**config.mk**
```make
export PLATFORM = sky130hd
export DESIGN_NAME = serpentine_scan_cell_index_unit
export DESIGN_NICKNAME = d
export VERILOG_FILES = /design/src/design/ssci_pkg.sv /design/src/design/ssci_div.sv /design/src/design/serpentine_scan_cell_index_unit.sv
export SDC_FILE = /design/constraint.sdc
export NUM_CORES = 2
export LEC_CHECK = 0
export BUFFER_PORTS_ARGS = -buffer_cell sky130_fd_sc_hd__buf_2
export CORE_AREA = 2 2 277 279
export DETAILED_ROUTE_END_ITERATION = 10
export DIE_AREA = 0 0 279 281
export GPL_TIMING_DRIVEN = 0
export PLACE_DENSITY_LB_ADDON = 0.08
export SETUP_SLACK_MARGIN = 0.15
export SLEW_MARGIN = 30
export SYNTH_ARGS = -nofsm -noshare
export SYNTH_HDL_FRONTEND = slang
export SYNTH_SLANG_ARGS = --single-unit
```
**constraint.sdc**
```tcl
create_clock -name clk -period 25.5 [get_ports clk]
set_input_delay 2.55 -clock clk [delete_from_list [all_inputs] [get_ports clk]]
set_output_delay 2.55 -clock clk [all_outputs]
set_load 0.02 [all_outputs]
```
**src/design/ssci_pkg.sv**
```systemverilog
`default_nettype none

package ssci_pkg;

  localparam int STEP_W = 21;
  localparam int CFG_W  = 11;

  typedef enum logic [1:0] {
    CFG_ROW_COUNT      = 2'd0,
    CFG_COL_COUNT      = 2'd1,
    CFG_SCAN_DIRECTION = 2'd2,
    CFG_START_CORNER   = 2'd3
  } cfg_index_t;

  typedef enum logic [1:0] {
    CORNER_TOP_LEFT     = 2'd0,
    CORNER_TOP_RIGHT    = 2'd1,
    CORNER_BOTTOM_RIGHT = 2'd2,
    CORNER_BOTTOM_LEFT  = 2'd3
  } corner_t;

  localparam logic SCAN_ALONG_ROWS = 1'b0;
  localparam logic SCAN_ALONG_COLS = 1'b1;

  typedef struct packed {
    logic valid;
    logic oor;
  } tag_t;

endpackage

`default_nettype wire

```
**src/design/ssci_div.sv**
```systemverilog
`default_nettype none

module ssci_div #(
  parameter int DW = 11
) (
  input  wire logic                        clk,
  input  wire logic                        rst,
  input  wire logic                        en,
  input  wire logic [ssci_pkg::STEP_W-1:0] dividend,
  input  wire logic [DW-1:0]               divisor,
  input  wire ssci_pkg::tag_t              tag_in,
  output      logic [ssci_pkg::STEP_W-1:0] quotient,
  output      logic [DW-1:0]               remainder,
  output      ssci_pkg::tag_t              tag_out
);

  localparam int NW = ssci_pkg::STEP_W;

  logic [NW-1:0]  num  [0:NW];
  logic [NW-1:0]  quot [0:NW];
  logic [DW-1:0]  rem  [0:NW];
  ssci_pkg::tag_t tag  [0:NW];

  assign num[0]  = dividend;
  assign quot[0] = '0;
  assign rem[0]  = '0;
  assign tag[0]  = tag_in;

  for (genvar i = 0; i < NW; i++) begin : g_stage
    localparam int B = NW - 1 - i;
    logic [DW:0]   trial;
    logic          ge;
    logic [NW-1:0] quot_next;

    assign trial = {rem[i], num[i][B]};
    assign ge    = trial >= {1'b0, divisor};

    always_comb begin
      quot_next    = quot[i];
      quot_next[B] = ge;
    end

    always_ff @(posedge clk) begin
      if (rst) begin
        tag[i+1] <= '0;
      end else if (en) begin
        tag[i+1] <= tag[i];
      end
    end

    always_ff @(posedge clk) begin
      if (en) begin
        num[i+1]  <= num[i];
        quot[i+1] <= quot_next;
        rem[i+1]  <= ge ? DW'(trial - {1'b0, divisor}) : DW'(trial);
      end
    end
  end

  assign quotient  = quot[NW];
  assign remainder = rem[NW];
  assign tag_out   = tag[NW];

endmodule

`default_nettype wire

```
**src/design/serpentine_scan_cell_index_unit.sv**
```systemverilog
// An accepted step passes stages 1 and 2, the divider, stages 3 and 4 and the output register.
// Throughput: one step per cycle while step_stall is low; a 21-stage restoring divider,
// one quotient bit per stage, sets the depth of the pipeline.
// A stalled output is held in a skid register and the pipeline freezes only once that fills.
// Reset is synchronous and active high; it clears all valid bits and sets the grid to 1 x 1,
// row scan from the top-left corner.
`default_nettype none

module serpentine_scan_cell_index_unit #(
  parameter int MAX_ROWS = 1024,
  parameter int MAX_COLS = 1024
) (
  input  wire logic                        clk,
  input  wire logic                        rst,
  input  wire logic                        cfg_valid,
  output      logic                        cfg_ready,
  input  wire logic [1:0]                  cfg_index,
  input  wire logic [ssci_pkg::CFG_W-1:0]  cfg_data,
  input  wire logic                        step_valid,
  output      logic                        step_stall,
  input  wire logic [ssci_pkg::STEP_W-1:0] step_number,
  output      logic                        cell_valid,
  input  wire logic                        cell_stall,
  output      logic [ssci_pkg::STEP_W-1:0] cell_number,
  output      logic                        out_of_range
);

  localparam int SW   = ssci_pkg::STEP_W;
  localparam int CFW  = ssci_pkg::CFG_W;
  localparam int RW   = $clog2(MAX_ROWS + 1);
  localparam int CW   = $clog2(MAX_COLS + 1);
  localparam int DW   = (RW > CW) ? RW : CW;
  localparam int RCW  = (RW > CFW) ? RW : CFW;
  localparam int CCW  = (CW > CFW) ? CW : CFW;
  localparam int PW   = RW + CW;
  localparam int CMPW = (PW > SW) ? PW : SW;

  logic [RW-1:0] rows;
  logic [CW-1:0] cols;
  logic          scan_direction;
  logic [1:0]    start_corner;

  logic [RCW-1:0] row_ext;
  logic [CCW-1:0] col_ext;
  logic [RW-1:0]  row_clamp;
  logic [CW-1:0]  col_clamp;

  assign cfg_ready = 1'b1;
  assign row_ext   = RCW'(cfg_data);
  assign col_ext   = CCW'(cfg_data);

  always_comb begin
    priority if (row_ext == '0) begin
      row_clamp = RW'(1);
    end else if (row_ext > RCW'(MAX_ROWS)) begin
      row_clamp = RW'(MAX_ROWS);
    end else begin
      row_clamp = RW'(row_ext);
    end
    priority if (col_ext == '0) begin
      col_clamp = CW'(1);
    end else if (col_ext > CCW'(MAX_COLS)) begin
      col_clamp = CW'(MAX_COLS);
    end else begin
      col_clamp = CW'(col_ext);
    end
  end

  always_ff @(posedge clk) begin
    if (rst) begin
      rows           <= RW'(1);
      cols           <= CW'(1);
      scan_direction <= ssci_pkg::SCAN_ALONG_ROWS;
      start_corner   <= ssci_pkg::CORNER_TOP_LEFT;
    end else if (cfg_valid && cfg_ready) begin
      unique case (ssci_pkg::cfg_index_t'(cfg_index))
        ssci_pkg::CFG_ROW_COUNT:      rows           <= row_clamp;
        ssci_pkg::CFG_COL_COUNT:      cols           <= col_clamp;
        ssci_pkg::CFG_SCAN_DIRECTION: scan_direction <= cfg_data[0];
        ssci_pkg::CFG_START_CORNER:   start_corner   <= cfg_data[1:0];
      endcase
    end
  end

  logic skid_valid;
  logic adv;

  assign adv        = !skid_valid;
  assign step_stall = skid_valid;

  // Stage 1: step minus one, zero check and grid area.
  logic          v_s1;
  logic          zero_s1;
  logic [SW-1:0] step_s1;
  logic [SW-1:0] dm1_s1;
  logic [PW-1:0] area_s1;

  always_ff @(posedge clk) begin
    if (rst) begin
      v_s1 <= 1'b0;
    end else if (adv) begin
      v_s1 <= step_valid;
    end
  end

  always_ff @(posedge clk) begin
    if (adv) begin
      zero_s1 <= step_number == '0;
      step_s1 <= step_number;
      dm1_s1  <= step_number - SW'(1);
      area_s1 <= PW'(rows) * PW'(cols);
    end
  end

  // Stage 2: range check.
  ssci_pkg::tag_t tag_s2;
  logic [SW-1:0]  dm1_s2;

  always_ff @(posedge clk) begin
    if (rst) begin
      tag_s2 <= '0;
    end else if (adv) begin
      tag_s2.valid <= v_s1;
      tag_s2.oor   <= zero_s1 || (CMPW'(step_s1) > CMPW'(area_s1));
    end
  end

  always_ff @(posedge clk) begin
    if (adv) begin
      dm1_s2 <= dm1_s1;
    end
  end

  logic [DW-1:0]  divisor;
  logic [SW-1:0]  line;
  logic [DW-1:0]  pos;
  ssci_pkg::tag_t tag_d;

  assign divisor = (scan_direction == ssci_pkg::SCAN_ALONG_COLS) ? DW'(rows) : DW'(cols);

  ssci_div #(
    .DW(DW)
  ) u_div (
    .clk       (clk),
    .rst       (rst),
    .en        (adv),
    .dividend  (dm1_s2),
    .divisor   (divisor),
    .tag_in    (tag_s2),
    .quotient  (line),
    .remainder (pos),
    .tag_out   (tag_d)
  );

  // Stage 3: row and column from line and position.
  logic          right;
  logic          bottom;
  logic          odd;
  logic [RW-1:0] row_c;
  logic [CW-1:0] col_c;

  assign right  = (start_corner == ssci_pkg::CORNER_TOP_RIGHT) ||
                  (start_corner == ssci_pkg::CORNER_BOTTOM_RIGHT);
  assign bottom = start_corner[1];
  assign odd    = line[0];

  always_comb begin
    if (scan_direction == ssci_pkg::SCAN_ALONG_ROWS) begin
      row_c = bottom ? (rows - RW'(1) - RW'(line)) : RW'(line);
      col_c = (right != odd) ? (cols - CW'(1) - CW'(pos)) : CW'(pos);
    end else begin
      col_c = right ? (cols - CW'(1) - CW'(line)) : CW'(line);
      row_c = (bottom != odd) ? (rows - RW'(1) - RW'(pos)) : RW'(pos);
    end
  end

  ssci_pkg::tag_t tag_s3;
  logic [RW-1:0]  row_s3;
  logic [CW-1:0]  col_s3;

  always_ff @(posedge clk) begin
    if (rst) begin
      tag_s3 <= '0;
    end else if (adv) begin
      tag_s3 <= tag_d;
    end
  end

  always_ff @(posedge clk) begin
    if (adv) begin
      row_s3 <= row_c;
      col_s3 <= col_c;
    end
  end

  // Stage 4: row offset.
  ssci_pkg::tag_t tag_s4;
  logic [PW-1:0]  base_s4;
  logic [CW-1:0]  col_s4;

  always_ff @(posedge clk) begin
    if (rst) begin
      tag_s4 <= '0;
    end else if (adv) begin
      tag_s4 <= tag_s3;
    end
  end

  always_ff @(posedge clk) begin
    if (adv) begin
      base_s4 <= PW'(row_s3) * PW'(cols);
      col_s4  <= col_s3;
    end
  end

  logic [SW-1:0] cell_c;

  assign cell_c = tag_s4.oor ? '0 : SW'(base_s4 + PW'(col_s4) + PW'(1));

  // Output register with skid stage.
  logic [SW-1:0] skid_cell;
  logic          skid_oor;
  logic          arriving;
  logic          out_free;

  assign arriving = adv && tag_s4.valid;
  assign out_free = !cell_valid || !cell_stall;

  always_ff @(posedge clk) begin
    if (rst) begin
      cell_valid <= 1'b0;
      skid_valid <= 1'b0;
    end else if (out_free) begin
      cell_valid <= skid_valid || arriving;
      skid_valid <= 1'b0;
    end else if (arriving) begin
      skid_valid <= 1'b1;
    end
  end

  always_ff @(posedge clk) begin
    if (out_free) begin
      if (skid_valid) begin
        cell_number  <= skid_cell;
        out_of_range <= skid_oor;
      end else begin
        cell_number  <= cell_c;
        out_of_range <= tag_s4.oor;
      end
    end else if (arriving) begin
      skid_cell <= cell_c;
      skid_oor  <= tag_s4.oor;
    end
  end

endmodule

`default_nettype wire

```
* Word level (Yosys, flattened, before mapping)
Cells that the tools add are included.
** Word-level totals
- Input bits :: 39
- Logic and storage cells :: 234
- Register bits after elaboration :: 767
- Output and inout port bits :: 25
** Cells by class
- Multiply operators :: 2
- Bitwise gates (word level) :: 1
- Equality and inequality tests :: 7
- Mux-type cells :: 33
- $lt $le $gt $ge :: 23
- Reductions and logical operators :: 17
- Add/subtract/negate cells :: 30
** Operators by type and width (count)
- $mux 11 :: 29
- $sub 11x11->11 :: 24
- $ge 12x11->1 :: 20
- $mux 21 :: 2
- $gt 21x22->1 :: 1
- $mul 11x11->22 :: 1
- $sub 11x1->11 const B :: 2
- $add 21x1->21 const B :: 1
- $add 21x11->21 :: 1
- $logic_not 21->1 :: 1
- $mul 11x11->21 :: 1
- $sub 21x1->21 const B :: 1
- $ge 1x11->1 :: 1
- $gt 11x11->1 const B :: 1
- $logic_not 11->1 :: 1
- $sub 1x11->11 :: 1
- $reduce_and 2->1 :: 5
- $eq 2x2->1 const B :: 3
- $eq 2x1->1 const B :: 2
- $logic_or 1x1->1 :: 4
- $logic_not 1->1 :: 3
- $logic_not 2->1 :: 1
- $mux 1 :: 2
- $ne 1x1->1 :: 2
- 3 further kinds :: 3

* Longest topological paths before layout
- Depth in word-level cells :: 5
- Gate-level depth with buffers :: 21
- Gate-level depth less buffers :: 19

* Modules after synthesis
From an unflattened synthesis, not the netlist that was laid out.
** Unflattened totals
- Cells, all modules :: 4524
- Area total of the unflattened synthesis :: 54373.4 um^2
** By module, submodules not included
- ssci_div :: seq. area each 21020.2 um^2, area an instance 34538.1 um^2, cells each 2478, times used 1
- serpentine_scan_cell_index_unit :: seq. area each 6206.0 um^2, area an instance 19835.3 um^2, cells each 2046, times used 1

* Worst setup path before layout
Ideal clock, no wire load.
- Kind :: register -> register
- Start point :: register skid_valid (netlist: step_stall)
- End point :: register cell_number[0] in the netlist's numbering, data pin
- Path buffers :: 1
- Period minus slack after synthesis :: 8.740 ns
- Setup time :: 0.179 ns
- Data required time :: 25.321 ns
- Cell stages (with the launch flop) :: 4
- Data arrival time :: 8.561 ns
- Path slack :: 16.760 ns
- Cells stage by stage :: dfxtp_1 clkbuf_1 inv_2 mux2_2
** On the way
- Cells in the longest elaborated chain, start to end :: 1
** Ends and longest elaborated chain
- start: declaration :: RTL line serpentine_scan_cell_index_unit.sv:85 : logic skid_valid;
- start signal: assignment :: RTL line serpentine_scan_cell_index_unit.sv:232 : skid_valid <= 1'b0;
- start signal: assignment :: RTL line serpentine_scan_cell_index_unit.sv:235 : skid_valid <= 1'b0;
- start signal: assignment :: RTL line serpentine_scan_cell_index_unit.sv:237 : skid_valid <= 1'b1;
- $mux 21 :: RTL line serpentine_scan_cell_index_unit.sv:243 : if (skid_valid) begin
- end signal: assignment :: RTL line serpentine_scan_cell_index_unit.sv:244 : cell_number <= skid_cell;
- end signal: assignment :: RTL line serpentine_scan_cell_index_unit.sv:247 : cell_number <= cell_c;
- end: declaration :: RTL line serpentine_scan_cell_index_unit.sv:24 : output logic [ssci_pkg::STEP_W-1:0] cell_number,
No other way between the ends.
A chain may end at the register's enable or synchronous reset.

* Worst setup path after layout
- Start point :: register cols[4]
- End point :: register area_s1[18], data pin
** On the way
- Cells in the longest elaborated chain, start to end :: 1
** Ends and longest elaborated chain
- start: declaration :: RTL line serpentine_scan_cell_index_unit.sv:39 : logic [CW-1:0] cols;
- start signal: assignment :: RTL line serpentine_scan_cell_index_unit.sv:78 : ssci_pkg::CFG_COL_COUNT: cols <= col_clamp;
- $mul 11x11->22 :: RTL line serpentine_scan_cell_index_unit.sv:111 : area_s1 <= PW'(rows) * PW'(cols);
- end signal: assignment :: RTL line serpentine_scan_cell_index_unit.sv:111
- end: declaration :: RTL line serpentine_scan_cell_index_unit.sv:96 : logic [PW-1:0] area_s1;
No other way between the ends.

==> impl_metrics.csv <==
group,metric,value,unit
status,run_status,"finished, final reports clean",
worst_setup_path,critPathLaunchType,"register",
worst_setup_path,required_time_reported_for_the_critical_path_endpoint,25840,ps
layout,antenna_fix_cells,0,
route,drt-pass1-iter-count,7,
worst_setup_path,crit_path_top_delay_cell,"sky130_fd_sc_hd__fa_1",
pwr,power.density_cell_area,109,nW/um^2
sta,rsz0062_at_grt,"false",
yosys,synth_area_per_cell,11.3,sq um
floorplan,floorplan.die.width,279,um
floorplan,die_height,281,um
worst_setup_path,worst_ep_arrival_time,6940,ps
global_route,number_of_global_route_vias_before_repair,32800,
pwr,power.total,0.00583,W
worst_setup_path,cp_cell_sequence,"clkbuf_1, clkbuf_1, nand2_1, fa_1, fa_1, fa_1, inv_1, fa_1, inv_1, fa_1, inv_1, ha_1, and4_1, o211a_1, or3_4, o211ai_1, a211oi_1, a31oi_1, o211ai_1",
route,detail_route.wl_per_cell,19.3,um
worst_setup_path,cp_slowest_stage_delay,650,ps
worst_setup_path,timing.critical_path.to_type,"register",
worst_setup_path,rr_worst_depth,19,
worst_setup_path,crit_path_frequent_cell,"sky130_fd_sc_hd__fa_1",
pwr,p_leak,22.3,nW
cts,cts_sinks,767,
worst_setup_path,reg2reg_to,"area_s1[18]",
cts,post_cts.repair.setup_buffers,0,
sta,timing.hold.ws,406,ps
worst_setup_path,worstPathMaxFanout,10,
yosys,synth_area,48800,sq um
cts,cts_tree,"yes",
cts,cts.hold.buffers_added,0,
yosys,sequential_cell_area_fraction_in_the_yosys_report,0.457,
sta,timing.max_slew.rel_slack,0.352,
route,antenna_left,0,
cts,cts_htree_levels,3,
cts,cts-root-buf,"sky130_fd_sc_hd__clkbuf_16",
route,routed_wirelength,107,mm
placement,dp_hpwl,79.0,mm
cts,cts.path.max_buffers,3,
floorplan,design.portCount,64,
layout,post-route-util,0.712,
hold_path,worst_hold_path.num_cells,0,
layout,syn_to_final_growth,10.2,%
floorplan,core_area,75400,sq um
global_route,grt_start_max_net_pins,105,
pwr,vdd_ir_drop_max,0.0612,mV
floorplan,starting_utilization_of_the_core_area,0.646,
global_route,antenna_found_initial,4,
yosys,synthesis.instances,4329,
worst_setup_path,path_class,"reg -> reg",
yosys,synth_ff_type,"sky130_fd_sc_hd__edfxtp_1",
layout,design.final.nets,5138,
route,detail_route.iter0.violations,2516,
floorplan,rows,101,
global_route,grt_first_pass_wirelength,173,mm
hold_path,min-delay-path-class,"reg -> reg",
layout,final_layout_size_suffix_gt1_frac,0.0944,
layout,most-common-layout-cells,"sky130_fd_sc_hd__edfxtp_1 (691), sky130_fd_sc_hd__inv_1 (424), sky130_fd_sc_hd__ha_1 (414), sky130_fd_sc_hd__nor2_1 (317), sky130_fd_sc_hd__nand2_1 (297)",
yosys,postSynthRegisterBits,767,
sta,worst_clock_skew,22.1,ps
cts,cts_made_buffers,81,
global_route,grt_overflow,0,
worst_setup_path,timing.rr.start,"cols[4]",
sta,finalMaxSlewViolations,0,
sta,finalWorstPathRequiredPeriod,6600,ps
placement,detailed_place.area,50900,sq um
yosys,asyncSetResetFlopFracSynth,0,
sta,worst-slew-pin-transition,965,ps
hold_path,worstHoldEndpoint,"col_s4[5]",
sta,final_min_period_over_clock_period,0.259,
sta,setup-tns-final,0,ps
route,vias_post_dr,33000,
placement,place_congestion,0.919,
route,route.detailed.vias_per_inst,5.95,
sta,report.final.hold_viol_count,0,
yosys,synth.yosys.warnings,0,
sta,timing.fmax,151,MHz
cts,worst_skew_pair.late_latency,650,ps
yosys,syn_nets,4966,
yosys,synthDistinctLibCells,91,
layout,filler_instances,5352,
floorplan,design.die.area,78400,sq um
cts,cts.reportedPaths.clkPinSlew,60,ps
hold_path,holdCritStartpoint,"col_s3[5]",
layout,layout.cells.most_common,"sky130_fd_sc_hd__edfxtp_1",
global_route,gr-usage-all-layers,0.280,
route,drc,0,
worst_setup_path,reg2reg_slack,18900,ps
yosys,synth_enable_flop_cells,691,
cts,cts.repair.resized,0,
layout,final_design_area_no_fill,53700,sq um
sta,finalSetupViolations,0,
run,maxCapViolations,0,
placement,count_of_input_and_output_buffers,61,
==> stage by stage <==
| step | setup WS, ps | cells |
|---|---|---|
| 2_1_floorplan | 16760 | 4329 |
| 3_3_place_gp | 14020 | 5368 |
| 3_5_place_dp | 19010 | 5396 |
| 4_1_cts | 18980 | 5544 |
| 5_1_grt | 18560 | 5544 |
| 6_report | 18900 | 5544 |
==> worst max path at each step <==
stage	slack, ps	endpoint	startpoint	depth (start not counted)
final	18900	area_s1[18]	cols[4]	19
after global routing	18560	area_s1[18]	cols[4]	19
after CTS	18980	area_s1[18]	cols[4]	19
after detailed placement	19010	area_s1[18]	cols[4]	19
after global placement	14020	cell_number[7]	step_stall	3
after floorplan	16760	cell_number[0]	step_stall	3
==> state kept, by name, summed over array words and instances (netlist names), 2 cells and up <==
signal and cells:
tag_s2 2, start_corner 2, cell_number 21, u_div.tag_out 2, step_s1 21, area_s1 22, skid_cell 21, dm1_s2 21
tag_s3 2, u_div.remainder 11, u_div.g_stage.trial 240, rows 11, u_div.tag 40, u_div.g_stage.quot_next 55, dm1_s1 21, col_s4 11
u_div.num 190, base_s4 21, u_div.quotient 11, cols 11, row_s3 11, col_s3 11, tag_s4 2
==> kinds of logic (layout without fill, tap and decap cells) <==
| family | count (synthesis) | after routing | share of synthesized area |
|---|---|---|---|
| adder cells (fa/ha/maj) | 598 | 598 | 0.182 |
| multiplexers | 285 | 285 | 0.0626 |
| buffers and inverters | 542 | 779 | 0.0433 |
| AO/OA/AOI/OAI | 738 | 738 | 0.0955 |
| other | 1 | 1 | 0.0000769 |
| AND/OR/NAND/NOR | 1169 | 1169 | 0.119 |
| flip-flops | 767 | 767 | 0.457 |
| XOR/XNOR | 229 | 229 | 0.0411 |
==> per-layer routing <==
| metal | global-route usage | wire length, um |
|---|---|---|
| met4 | 0.101 | 3680 |
| met3 | 0.0447 | 7050 |
| met1 | 0.391 | 47900 |
| met5 | 0 | 38 |
| met2 | 0.446 | 48600 |
==> cell type report <==
| class | instances | area, sq um | area share |
|---|---|---|---|
| multi-input cells | 3020 | 24500 | 0.456 |
| flip-flops and latches | 767 | 22300 | 0.414 |
| clock buffers | 100 | 2160 | 0.0403 |
| inverters | 426 | 1610 | 0.0299 |
| well taps | 978 | 1220 | 0.0228 |
| repair buffers | 89 | 816 | 0.0152 |
| clock inverters | 48 | 624 | 0.0116 |
| plain buffers | 116 | 515 | 0.00959 |
==> where the power goes <==
group	total, W	switching [W]	internal (W)
Combinational	0.00255	0.00139	0.00116
Clock	0.00123	0.000503	0.000730
Sequential	0.00205	0.000181	0.00187
==> worst max-delay path, delay by kind of cell (launching register included) <==
| family | cells | cell delay (ps) |
|---|---|---|
| fa+ha+maj | 6 | 3040 |
| buf+inv | 5 | 1260 |
| compound gates | 5 | 930 |
| simple gates | 3 | 750 |
| flops | 1 | 300 |
==> cells in the mapped netlist (all sizes together), types with 13 or more instances <==
cell type	instances	share of area
edfxtp	691	0.43
inv	426	0.033
ha	414	0.11
nor2	327	0.027
nand2	298	0.023
a21oi	248	0.026
fa	184	0.076
o21ai	158	0.016
mux2	154	0.036
xnor2	152	0.027
and2	133	0.017
mux2i	131	0.027
nor2b	101	0.013
nor3	94	0.0099
a21o	86	0.013
clkbuf	85	0.0066
xor2	77	0.014
dfxtp	76	0.031
o31ai	56	0.0087
nand4	49	0.0063
nand3	48	0.0049
a211oi	36	0.0057
buf	31	0.0040
or3	29	0.0038
o21a	24	0.0037
a21boi	20	0.0031
nor4	19	0.0029
a311oi	16	0.0030
a31oi	16	0.0021
and3	15	0.0019
o211ai	15	0.0023
nand2b	13	0.0018
(Power assumes the default switching activity.)
